**config.mk**
```make
export PLATFORM = sky130hd
export DESIGN_NAME = rc4_stream_crypt
export DESIGN_NICKNAME = d
export VERILOG_FILES = /design/src/design/rc4_pkg.sv /design/src/design/rc4_ram.sv /design/src/design/rc4_stream_crypt.sv
export SDC_FILE = /design/constraint.sdc
export NUM_CORES = 2
export LEC_CHECK = 0
export CAP_MARGIN = 20
export CORE_MARGIN = 1.5
export CORE_UTILIZATION = 54
export DETAILED_ROUTE_END_ITERATION = 10
export DONT_BUFFER_PORTS = 1
export PLACE_DENSITY = 0.69
export SLEW_MARGIN = 20
export SYNTH_ARGS = -nofsm -noshare
export SYNTH_HDL_FRONTEND = slang
export SYNTH_HIERARCHICAL = 1
export SYNTH_SLANG_ARGS = --single-unit
```
**constraint.sdc**
```tcl
create_clock -name clk -period 22 [get_ports clk]
set_clock_uncertainty 0.15 [all_clocks]
set_input_delay 2.2 -clock clk [delete_from_list [all_inputs] [get_ports clk]]
set_output_delay 2.2 -clock clk [all_outputs]
set_load 0.02 [all_outputs]
```
**src/design/rc4_pkg.sv**
```systemverilog
// ----------------------------------------------------------------------------
// rc4_pkg
// Types and constants for the RC4 stream engine: sequencer states, item
// function codes and register map.
// ----------------------------------------------------------------------------
package rc4_pkg;

    localparam int PERM_DEPTH = 256;
    localparam int BYTE_W     = 8;
    localparam int LEN_W      = 9;

    localparam logic [LEN_W-1:0] KEY_LEN_RESET = 9'd16;

    localparam logic FUNC_KEY  = 1'b0;
    localparam logic FUNC_DATA = 1'b1;

    localparam logic REG_KEY_LENGTH = 1'b0;

    typedef enum logic [3:0] {
        ST_IDLE,
        ST_INIT,
        ST_KS_RD_I,
        ST_KS_RD_J,
        ST_KS_WR_I,
        ST_KS_WR_J,
        ST_G_RD_X,
        ST_G_RD_Y,
        ST_G_WR_X,
        ST_G_WR_Y,
        ST_G_RD_T,
        ST_G_OUT
    } state_t;

    typedef struct packed {
        logic                wr_en;
        logic [BYTE_W-1:0]   wr_addr;
        logic [BYTE_W-1:0]   wr_data;
        logic [BYTE_W-1:0]   rd_addr;
    } perm_ctrl_t;

endpackage

```
**src/design/rc4_ram.sv**
```systemverilog
// ----------------------------------------------------------------------------
// rc4_ram
// Generic single-write, single-read RAM with registered read data.
// ----------------------------------------------------------------------------
module rc4_ram #(
    parameter int WIDTH = 8,
    parameter int DEPTH = 256
) (
    input  logic                                   clk,
    input  logic                                   wr_en,
    input  logic [((DEPTH > 1) ? $clog2(DEPTH) : 1)-1:0] wr_addr,
    input  logic [WIDTH-1:0]                       wr_data,
    input  logic                                   rd_en,
    input  logic [((DEPTH > 1) ? $clog2(DEPTH) : 1)-1:0] rd_addr,
    output logic [WIDTH-1:0]                       rd_data
);

    logic [WIDTH-1:0] mem [0:DEPTH-1];

    always_ff @(posedge clk)
    begin
        if (wr_en)
        begin
            mem[wr_addr] <= wr_data;
        end
        if (rd_en)
        begin
            rd_data <= mem[rd_addr];
        end
    end

endmodule

```
**src/design/rc4_stream_crypt.sv**
```systemverilog
// ----------------------------------------------------------------------------
// rc4_stream_crypt
// RC4 stream cipher engine: a key store, plus a key schedule and keystream
// generator sharing one permutation table memory under a small sequencer.
// Key write item: written to the key store on accept, no result.
// Data item: passes through G_RD_X, G_RD_Y, G_WR_X, G_WR_Y and G_RD_T to
// G_OUT, which loads the output register once it is free; no new item is
// taken until the sequencer is back in idle. The first data item of a message
// first runs the key schedule (256 fill writes, then 256 mixing steps).
// Reset clears the sequencer, indices, message flag and output valid;
// key_length resets to 16; table and key store hold no reset value.
// ----------------------------------------------------------------------------
module rc4_stream_crypt
    import rc4_pkg::*;
#(
    parameter int KEY_DEPTH = 256
) (
    input  logic        clk,
    input  logic        rst_n,
    // APB configuration
    input  logic        psel,
    input  logic        penable,
    input  logic        pwrite,
    input  logic [2:0]  paddr,
    input  logic [31:0] pwdata,
    output logic [31:0] prdata,
    output logic        pready,
    // input items
    input  logic        s_tvalid,
    output logic        s_tready,
    input  logic [15:0] s_tdata,   // [7:0] key_index, [15:8] value_byte
    input  logic        s_tuser,   // func
    input  logic        s_tlast,   // last_of_message
    // result items
    output logic        m_tvalid,
    input  logic        m_tready,
    output logic [7:0]  m_tdata,   // [7:0] out_byte
    output logic        m_tlast    // out_last
);

    localparam int KEY_AW = (KEY_DEPTH > 1) ? $clog2(KEY_DEPTH) : 1;
    localparam logic [LEN_W-1:0] KEY_DEPTH_LEN = LEN_W'(KEY_DEPTH);

    state_t state_reg, state_next;

    logic [LEN_W-1:0]  key_length_reg;
    logic [BYTE_W-1:0] i_reg, i_next;
    logic [BYTE_W-1:0] j_reg, j_next;
    logic [KEY_AW-1:0] k_reg, k_next;
    logic [BYTE_W-1:0] x_reg, x_next;
    logic [BYTE_W-1:0] y_reg, y_next;
    logic [BYTE_W-1:0] sx_reg, sx_next;
    logic [BYTE_W-1:0] sy_reg, sy_next;
    logic [BYTE_W-1:0] val_reg, val_next;
    logic              last_reg, last_next;
    logic              in_msg_reg, in_msg_next;
    logic              m_valid_reg, m_valid_next;
    logic [BYTE_W-1:0] out_byte_reg, out_byte_next;
    logic              out_last_reg, out_last_next;

    perm_ctrl_t        perm_ctrl;
    logic [BYTE_W-1:0] perm_rd_data;
    logic [BYTE_W-1:0] key_rd_data;

    logic              in_accept;
    logic              key_wr_en;
    logic              cfg_write;
    logic              out_free;
    logic              k_wrap;
    logic [LEN_W-1:0]  eff_len;
    logic [BYTE_W-1:0] ks_j;

    assign in_accept = s_tvalid && s_tready;
    assign key_wr_en = in_accept && (s_tuser == FUNC_KEY)
                       && ({1'b0, s_tdata[7:0]} < KEY_DEPTH_LEN);
    assign cfg_write = psel && penable && pwrite && pready;
    assign out_free  = !m_valid_reg || m_tready;

    assign pready   = 1'b1;
    assign prdata   = (paddr[2] == REG_KEY_LENGTH) ? {23'd0, key_length_reg} : 32'd0;
    assign m_tvalid = m_valid_reg;
    assign m_tdata  = out_byte_reg;
    assign m_tlast  = out_last_reg;

    always_comb
    begin
        if (key_length_reg == '0)
        begin
            eff_len = LEN_W'(1);
        end
        else if (key_length_reg > KEY_DEPTH_LEN)
        begin
            eff_len = KEY_DEPTH_LEN;
        end
        else
        begin
            eff_len = key_length_reg;
        end
    end

    assign k_wrap = (LEN_W'(k_reg) + LEN_W'(1)) >= eff_len;
    assign ks_j   = j_reg + perm_rd_data + key_rd_data;

    rc4_ram #(
        .WIDTH (BYTE_W),
        .DEPTH (PERM_DEPTH)
    ) u_perm_ram (
        .clk     (clk),
        .wr_en   (perm_ctrl.wr_en),
        .wr_addr (perm_ctrl.wr_addr),
        .wr_data (perm_ctrl.wr_data),
        .rd_en   (1'b1),
        .rd_addr (perm_ctrl.rd_addr),
        .rd_data (perm_rd_data)
    );

    rc4_ram #(
        .WIDTH (BYTE_W),
        .DEPTH (KEY_DEPTH)
    ) u_key_ram (
        .clk     (clk),
        .wr_en   (key_wr_en),
        .wr_addr (s_tdata[KEY_AW-1:0]),
        .wr_data (s_tdata[15:8]),
        .rd_en   (1'b1),
        .rd_addr (k_reg),
        .rd_data (key_rd_data)
    );

    // next state
    always_comb
    begin
        state_next = state_reg;
        unique case (state_reg)
            ST_IDLE:
            begin
                if (in_accept && (s_tuser == FUNC_DATA))
                begin
                    state_next = in_msg_reg ? ST_G_RD_X : ST_INIT;
                end
            end
            ST_INIT:    state_next = (i_reg == 8'hFF) ? ST_KS_RD_I : ST_INIT;
            ST_KS_RD_I: state_next = ST_KS_RD_J;
            ST_KS_RD_J: state_next = ST_KS_WR_I;
            ST_KS_WR_I: state_next = ST_KS_WR_J;
            ST_KS_WR_J: state_next = (i_reg == 8'hFF) ? ST_G_RD_X : ST_KS_RD_I;
            ST_G_RD_X:  state_next = ST_G_RD_Y;
            ST_G_RD_Y:  state_next = ST_G_WR_X;
            ST_G_WR_X:  state_next = ST_G_WR_Y;
            ST_G_WR_Y:  state_next = ST_G_RD_T;
            ST_G_RD_T:  state_next = ST_G_OUT;
            ST_G_OUT:   state_next = out_free ? ST_IDLE : ST_G_OUT;
            default:    state_next = ST_IDLE;
        endcase
    end

    // outputs and datapath
    always_comb
    begin
        s_tready          = (state_reg == ST_IDLE);
        perm_ctrl.wr_en   = 1'b0;
        perm_ctrl.wr_addr = i_reg;
        perm_ctrl.wr_data = i_reg;
        perm_ctrl.rd_addr = i_reg;
        i_next        = i_reg;
        j_next        = j_reg;
        k_next        = k_reg;
        x_next        = x_reg;
        y_next        = y_reg;
        sx_next       = sx_reg;
        sy_next       = sy_reg;
        val_next      = val_reg;
        last_next     = last_reg;
        in_msg_next   = in_msg_reg;
        m_valid_next  = m_valid_reg && !m_tready;
        out_byte_next = out_byte_reg;
        out_last_next = out_last_reg;
        unique case (state_reg)
            ST_IDLE:
            begin
                if (in_accept && (s_tuser == FUNC_DATA))
                begin
                    val_next    = s_tdata[15:8];
                    last_next   = s_tlast;
                    in_msg_next = 1'b1;
                    i_next      = '0;
                end
            end
            ST_INIT:
            begin
                perm_ctrl.wr_en = 1'b1;
                i_next          = i_reg + 8'd1;
                j_next          = '0;
                k_next          = '0;
            end
            ST_KS_RD_I:
            begin
                perm_ctrl.rd_addr = i_reg;
            end
            ST_KS_RD_J:
            begin
                sx_next           = perm_rd_data;
                j_next            = ks_j;
                perm_ctrl.rd_addr = ks_j;
            end
            ST_KS_WR_I:
            begin
                perm_ctrl.wr_en   = 1'b1;
                perm_ctrl.wr_addr = i_reg;
                perm_ctrl.wr_data = perm_rd_data;
            end
            ST_KS_WR_J:
            begin
                perm_ctrl.wr_en   = 1'b1;
                perm_ctrl.wr_addr = j_reg;
                perm_ctrl.wr_data = sx_reg;
                i_next            = i_reg + 8'd1;
                k_next            = k_wrap ? '0 : k_reg + KEY_AW'(1);
                if (i_reg == 8'hFF)
                begin
                    x_next = '0;
                    y_next = '0;
                end
            end
            ST_G_RD_X:
            begin
                x_next            = x_reg + 8'd1;
                perm_ctrl.rd_addr = x_reg + 8'd1;
            end
            ST_G_RD_Y:
            begin
                sx_next           = perm_rd_data;
                y_next            = y_reg + perm_rd_data;
                perm_ctrl.rd_addr = y_reg + perm_rd_data;
            end
            ST_G_WR_X:
            begin
                sy_next           = perm_rd_data;
                perm_ctrl.wr_en   = 1'b1;
                perm_ctrl.wr_addr = x_reg;
                perm_ctrl.wr_data = perm_rd_data;
            end
            ST_G_WR_Y:
            begin
                perm_ctrl.wr_en   = 1'b1;
                perm_ctrl.wr_addr = y_reg;
                perm_ctrl.wr_data = sx_reg;
            end
            ST_G_RD_T:
            begin
                perm_ctrl.rd_addr = sx_reg + sy_reg;
            end
            ST_G_OUT:
            begin
                perm_ctrl.rd_addr = sx_reg + sy_reg;
                if (out_free)
                begin
                    m_valid_next  = 1'b1;
                    out_byte_next = val_reg ^ perm_rd_data;
                    out_last_next = last_reg;
                    if (last_reg)
                    begin
                        in_msg_next = 1'b0;
                    end
                end
            end
            default:
            begin
                s_tready = 1'b0;
            end
        endcase
    end

    always_ff @(posedge clk or negedge rst_n)
    begin
        if (!rst_n)
        begin
            state_reg      <= ST_IDLE;
            key_length_reg <= KEY_LEN_RESET;
            i_reg          <= '0;
            j_reg          <= '0;
            k_reg          <= '0;
            x_reg          <= '0;
            y_reg          <= '0;
            in_msg_reg     <= 1'b0;
            m_valid_reg    <= 1'b0;
        end
        else
        begin
            state_reg   <= state_next;
            i_reg       <= i_next;
            j_reg       <= j_next;
            k_reg       <= k_next;
            x_reg       <= x_next;
            y_reg       <= y_next;
            in_msg_reg  <= in_msg_next;
            m_valid_reg <= m_valid_next;
            if (cfg_write && (paddr[2] == REG_KEY_LENGTH))
            begin
                key_length_reg <= pwdata[LEN_W-1:0];
            end
        end
    end

    always_ff @(posedge clk)
    begin
        sx_reg       <= sx_next;
        sy_reg       <= sy_next;
        val_reg      <= val_next;
        last_reg     <= last_next;
        out_byte_reg <= out_byte_next;
        out_last_reg <= out_last_next;
    end

    a_no_table_write_idle: assert property (@(posedge clk) disable iff (!rst_n)
        (state_reg == ST_IDLE) |-> !perm_ctrl.wr_en)
        else $error("table written while idle");

    a_gen_in_message: assert property (@(posedge clk) disable iff (!rst_n)
        (state_reg == ST_G_RD_X) |-> in_msg_reg)
        else $error("generator running outside a message");

    a_schedule_end: assert property (@(posedge clk) disable iff (!rst_n)
        (state_reg == ST_KS_WR_J && i_reg == 8'hFF)
        |=> (state_reg == ST_G_RD_X && x_reg == 8'd0 && y_reg == 8'd0))
        else $error("key schedule did not hand over with cleared indices");

    a_out_hold: assert property (@(posedge clk) disable iff (!rst_n)
        (state_reg == ST_G_OUT && m_valid_reg && !m_tready) |=> (state_reg == ST_G_OUT))
        else $error("result dropped while output register full");

endmodule

```
==> After elaboration in Yosys (flattened, before gate mapping) <==
Memory sizes are Yosys's and may differ from the RTL's. A register that Yosys moved wholly into a read port is not among the register bits.
Index checks and enable logic that the tools add are counted.
{ "classes": {"mux": 31, "addsub": 8, "mul": 0, "order_cmp": 2, "n_eq_ne": 16, "n_bitwise": 3, "n_reduce_logical": 28, "n_div": 0, "shift": 0} }
{ "ops": {"columns": ["cell", "n"], "rows": [
  ["8-bit case mux with 2 select lines", 5],
  ["16-bit case mux with 4 select lines", 1],
  ["4-bit case mux with 12 select lines", 1],
  ["8-bit adder", 4],
  ["8-bit case mux with 4 select lines", 1],
  ["9-bit 2-to-1 mux", 3],
  ["8-bit by 1-bit adder with 8-bit output (second input constant)", 3],
  ["8-bit 2-to-1 mux", 3],
  ["4-bit by 3-bit equality test with 1-bit output (second input constant)", 4],
  ["4-bit equality test (second input constant)", 4],
  ["2-bit nonzero test", 6],
  ["1-bit 2-to-1 mux", 11],
  ["2-bit AND reduction", 5],
  ["8-bit by 1-bit adder with 9-bit output (second input constant)", 1],
  ["9-bit greater-or-equal comparator", 1],
  ["9-bit > comparator (second input constant)", 1],
  ["9-bit logical NOT", 1],
  ["4-bit by 2-bit equality test with 1-bit output (second input constant)", 2],
  ["8-bit equality test (second input constant)", 1],
  ["4-bit 2-to-1 mux", 2],
  ["2-bit inequality test (second input constant)", 4],
  ["8-bit bitwise XOR", 1],
  ["1-bit logical AND", 7],
  ["3-bit 2-to-1 mux", 2],
  ["10 further kinds", 14]
]} }
{ "totals": {"ramBits": 4096, "latch_bits": 0, "word_cells": 105, "ff_bits": 89, "mem_count": 2, "input_bits": 60, "output_inout_bits": 44, "mem_bits_ro": 0} }
{ "memory_table": {"columns": ["memory", "depth", "word_bits", "read_ports", "rd_ports_with_merged_regs", "write_ports", "line_no", "source"], "rows": [
  ["u_key_ram.mem", 256, 8, 1, 1, 1, "rc4_ram.sv:18", "logic [WIDTH-1:0] mem [0:DEPTH-1];"],
  ["u_perm_ram.mem", 256, 8, 1, 1, 1, "rc4_ram.sv:18", null]
]} }

==> Depth between registers and ports, before layout <==
{ "logic_depth": {"word_depth": 6, "ltp_mapped": 17, "ltp_nobuf": 15} }

==> Hierarchy <==
The synthesis kept the hierarchy.
{ "by_module_without_submodules": {"columns": ["module", "seq_area_each_um2", "instances", "area_per_inst_um2", "cells_per_inst"], "rows": [
  ["rc4_ram", 61739.2, 2, 79636.4, 3733],
  ["rc4_stream_crypt", 2398.6, 1, 6062.1, 607]
]} }

==> Worst setup path after synthesis <==
OpenSTA, ideal clock, no wires.
{ "synth_path": {"kind": "register to register", "start": "register state_reg[2]", "end": "memory u_perm_ram.mem[0][7] (data pin)", "setup_ns": 1.575, "path_buffers": 3, "t_arrival_ns": 8.152, "period_less_slack_ns": 9.877, "path_slack_ns": 12.123, "path_stages_with_launch": 8, "required_ns": 20.275, "cell_sequence": "dfrtp_1 -> buf_6 -> buf_6 -> nand2b_4 -> a21oi_2 -> buf_2 -> nor2_1 -> a21oi_1"} }
{ "synth_lines": {"columns": ["element", "line_no", "source"], "rows": [
  ["from (decl)", "rc4_stream_crypt.sv:44", "state_t state_reg, state_next;"],
  ["from (signal assigned)", "rc4_stream_crypt.sv:290", "state_reg <= state_next;"],
  ["to (decl)", "rc4_ram.sv:18", null]
]} }

==> metrics.md <==
| Metric | Value |
|---|---|
| Status | complete, no violations |
| Detail Route Antenna Nets | 0 |
| Synthesis-to-layout area growth | 10.1% |
| Final period util | 0.363 |
| Die Ht | around 560 um |
| Post-DR wirelength/cell | approximately 32 um |
| First-pass GRT wire length | ~570,000 um |
| Initial antenna violation count | 10 |
| Initial core utilization | 0.544 |
| Hold Fails Final Rpt | 0 |
| Leakage | roughly 56 nW |
| Die W | 556 um |
| 1st-pass router iterations | 6 |
| DR DRC count | 0 |
| Postcts setup bufs | 0 |
| Clk root buf | clkbuf_16 |
| Iter 0 DRT Violations | ~11,000 |
| TritonCTS Buffers | 412 |
| # fillers | around 21,000 |
| P_int | about 0.017 W |
| Async SR Flop Fraction | 0.0131 |
| Core ar. | about 300,000 um2 |
| Post-layout net count | slightly above 8,000 |
| CP arrival | ~8500 ps |
| Top_reg_cell synth | edfxtp_1 |
| Highest clock rate | roughly 0.13 GHz |
| Switch share | 0.334 |
| R2R depth | 13 |
| Cells on Worst Hold Path | 0 |
| IO Pins | approximately 100 |
| Clock transition at path regs | roughly 60 ps |
| Flop pwr share | 0.403 |
| Setup CP Type | register to register |
| #FFs+latches synth | 4,201 |
| RSZ-0062 raised after global routing | no |
| Setup_tns | 0 ps |
| Cells after synthesis | 8,073 |
| PortBufs | 0 |
| Most common library cell in the layout ignoring fill and taps | edfxtp_1 |
| Total track usage | 0.256 |
| Startpoint Class | register |
| Clock H-tree levels | 5 |
| Final Wtd Congestion | roughly 0.89 |
| Latest clock arrival within the worst-skew pair | 950 ps |
| WL final | roughly 400,000 um |
| Synth Warn # | 6 |
| Post-route minimum period | about 8000 ps |
| Via density | between 6 and 7 |
| Clock sink count | 4,201 |
| Max-slew violation count | 0 |
| Total power | approximately 0.025 W |
| Slew @ Worst Pin | roughly 1400 ps |
| Setup violators final | 0 |
| Clk network pwr share | 0.270 |
| Post-Syn Area | 165,000 um2 |
| CTS max path bufs | 4 |
| Worst EP required | ~23,000 ps |
| Core Rows | a little over 200 |
| Worst hold path type | register to register |
| Peak supply drop | ~180 uV |
| Crit Path Max Fanout | 39 |
| Largest net degree at the start of global routing | between 200 and 300 |
| Net switching power | between 0.008 and 0.009 W |
| Highest-count cells in the layout ignoring fill and taps | edfxtp_1, mux4_2, nor2_1 |
| Post-synthesis cell type count | between 90 and 100 |
| Rel. slew slack | 0.0600 |
| Gate power share | 0.327 |
| Multi-input gate area | 36,700 um2 |
| Max_cap viols | 0 |
| Hold Buf Count CTS | 0 |
| Pwr Density | between 100 and 150 nW/um2 |
| Post-synth EDFFs | ~4,100 |
| Vias in the first global route | a little over 80,000 |
| Total number of vias | just over 80,000 |
| Hold slack | 325 ps |
| GRT overflow | 0 |
| CTS tree | done |
| Dpl hpwl | 236,000 um |
| Layout cell share with drive strength beyond 1 | 0.207 |
| Worst setup EP type | register |
| Resize count post-CTS | 0 |
| Register Area | approximately 130,000 um2 |
| Register area share after synthesis | 0.761 |
| Mean Syn Cell Area | between 20 and 25 um2 |
| Die area | between 300,000 and 400,000 um2 |
==> cell usage after synthesis, types with 8 or more instances <==
library cell     n  share of area
edfxtp_1      4146           0.75
mux4_2         908           0.12
nor2_1         623          0.014
a22oi_1        278          0.013
mux2i_1        278          0.017
clkbuf_1       226         0.0051
a21oi_1        216         0.0065
nand2_1        126         0.0029
o221ai_1        92         0.0049
buf_4           82         0.0037
nand3_1         80         0.0024
nor2b_1         77         0.0029
buf_2           71         0.0021
o22ai_1         59         0.0022
nor3_1          57         0.0017
dfrtp_1         54         0.0082
nor4_1          50         0.0019
buf_6           45         0.0031
buf_1           44         0.0010
a211oi_1        40         0.0018
o21ai_0         35         0.0011
ha_1            32         0.0024
o211ai_1        27         0.0012
a221oi_1        26         0.0014
buf_8           26         0.0024
a22o_1          25         0.0013
nand4_1         23        0.00087
o21ai_1         21        0.00064
nand2b_1        20        0.00076
xor2_1          18        0.00095
inv_1           17        0.00039
buf_12          16         0.0019
and2_1          14        0.00053
mux2_2          14        0.00095
xnor2_1         14        0.00074
a21o_1          13        0.00059
a221o_1         11        0.00067
fa_1            10         0.0012
o22a_1          10        0.00053
or2_2           10        0.00038
o32ai_1          8        0.00042
==> cells by family after synthesis <==
kind of cell,count (synthesis),share of synthesized area
AO/OA/AOI/OAI,917,0.0392
XOR/XNOR,32,0.00170
adder cells (fa/ha/maj),42,0.00363
buffers and inverters,532,0.0199
flip-flops,4201,0.761
multiplexers,1204,0.142
other,2,0.0000454
AND/OR/NAND/NOR,1143,0.0321
==> metrics by stage <==
step / util / setup WS, ps / area (um2) / std cells
floorplan: - / 12120 / 165000 / 8111
global placement: 0.556 / 14210 / 169000 / 11800
detailed placement: 0.556 / 14110 / 169000 / 11800
CTS: 0.599 / 14050 / 182000 / 12600
global route: 0.599 / 13690 / 182000 / 12600
finish: 0.599 / 14020 / 182000 / 12600
==> layout make-up <==
cell class,instances,share of cell area
antenna,6,0.0000825
clock buffer,502,0.0597
clock inverter,251,0.0119
inverter,22,0.000454
multi-input combinational,3378,0.201
sequential,4201,0.691
tap,4080,0.0280
timing repair buffer,152,0.00702
==> worst paths after layout <==
path	slack (ps)	start	end
max in group asynchronous	20690	rst_n	key_length_reg[4]
min reg2reg	320	last_reg	m_tlast
min in group asynchronous	790	rst_n	state_reg[3]
min	320	last_reg	m_tlast
max reg2reg	14020	state_reg[1]	u_perm_ram/rd_data[5]
max	14020	state_reg[1]	u_perm_ram/rd_data[5]
==> critical path, cell delays in order, from the launching register on <==
cell	delay, ps
dfrtp_1	830
nand2_1	340
nor2_1	540
a22oi_1	240
nand3_4	480
buf_4	650
buf_4	740
buf_4	660
mux4_2	590
a22o_1	270
a221oi_1	770
o32ai_1	250
nor3_1	840
nor4_1	150
==> power by group through the flow <==
| stage | Sequential [W] | Combinational [W] | Clock, W |
|---|---|---|---|
| finish | 0.0102 | 0.00826 | 0.00682 |
| global route | 0.0102 | 0.00863 | 0.00720 |
| detailed placement | 0.0103 | 0.00817 | 0 |
| global placement | 0.0103 | 0.00802 | 0 |
| CTS | 0.0101 | 0.00820 | 0.00691 |
| floorplan | 0.0107 | 0.00560 | 0 |
==> per-layer routing <==
metal  vias up  GRT usage  wire (um)
met4         6     0.0945      15800
met3       771     0.0489      39600
met2      4483      0.400     189000
met5         -          0         45
met1     43500      0.362     153000
li1      33800          -          -
Note: power is estimated with default switching activity, not from simulation.
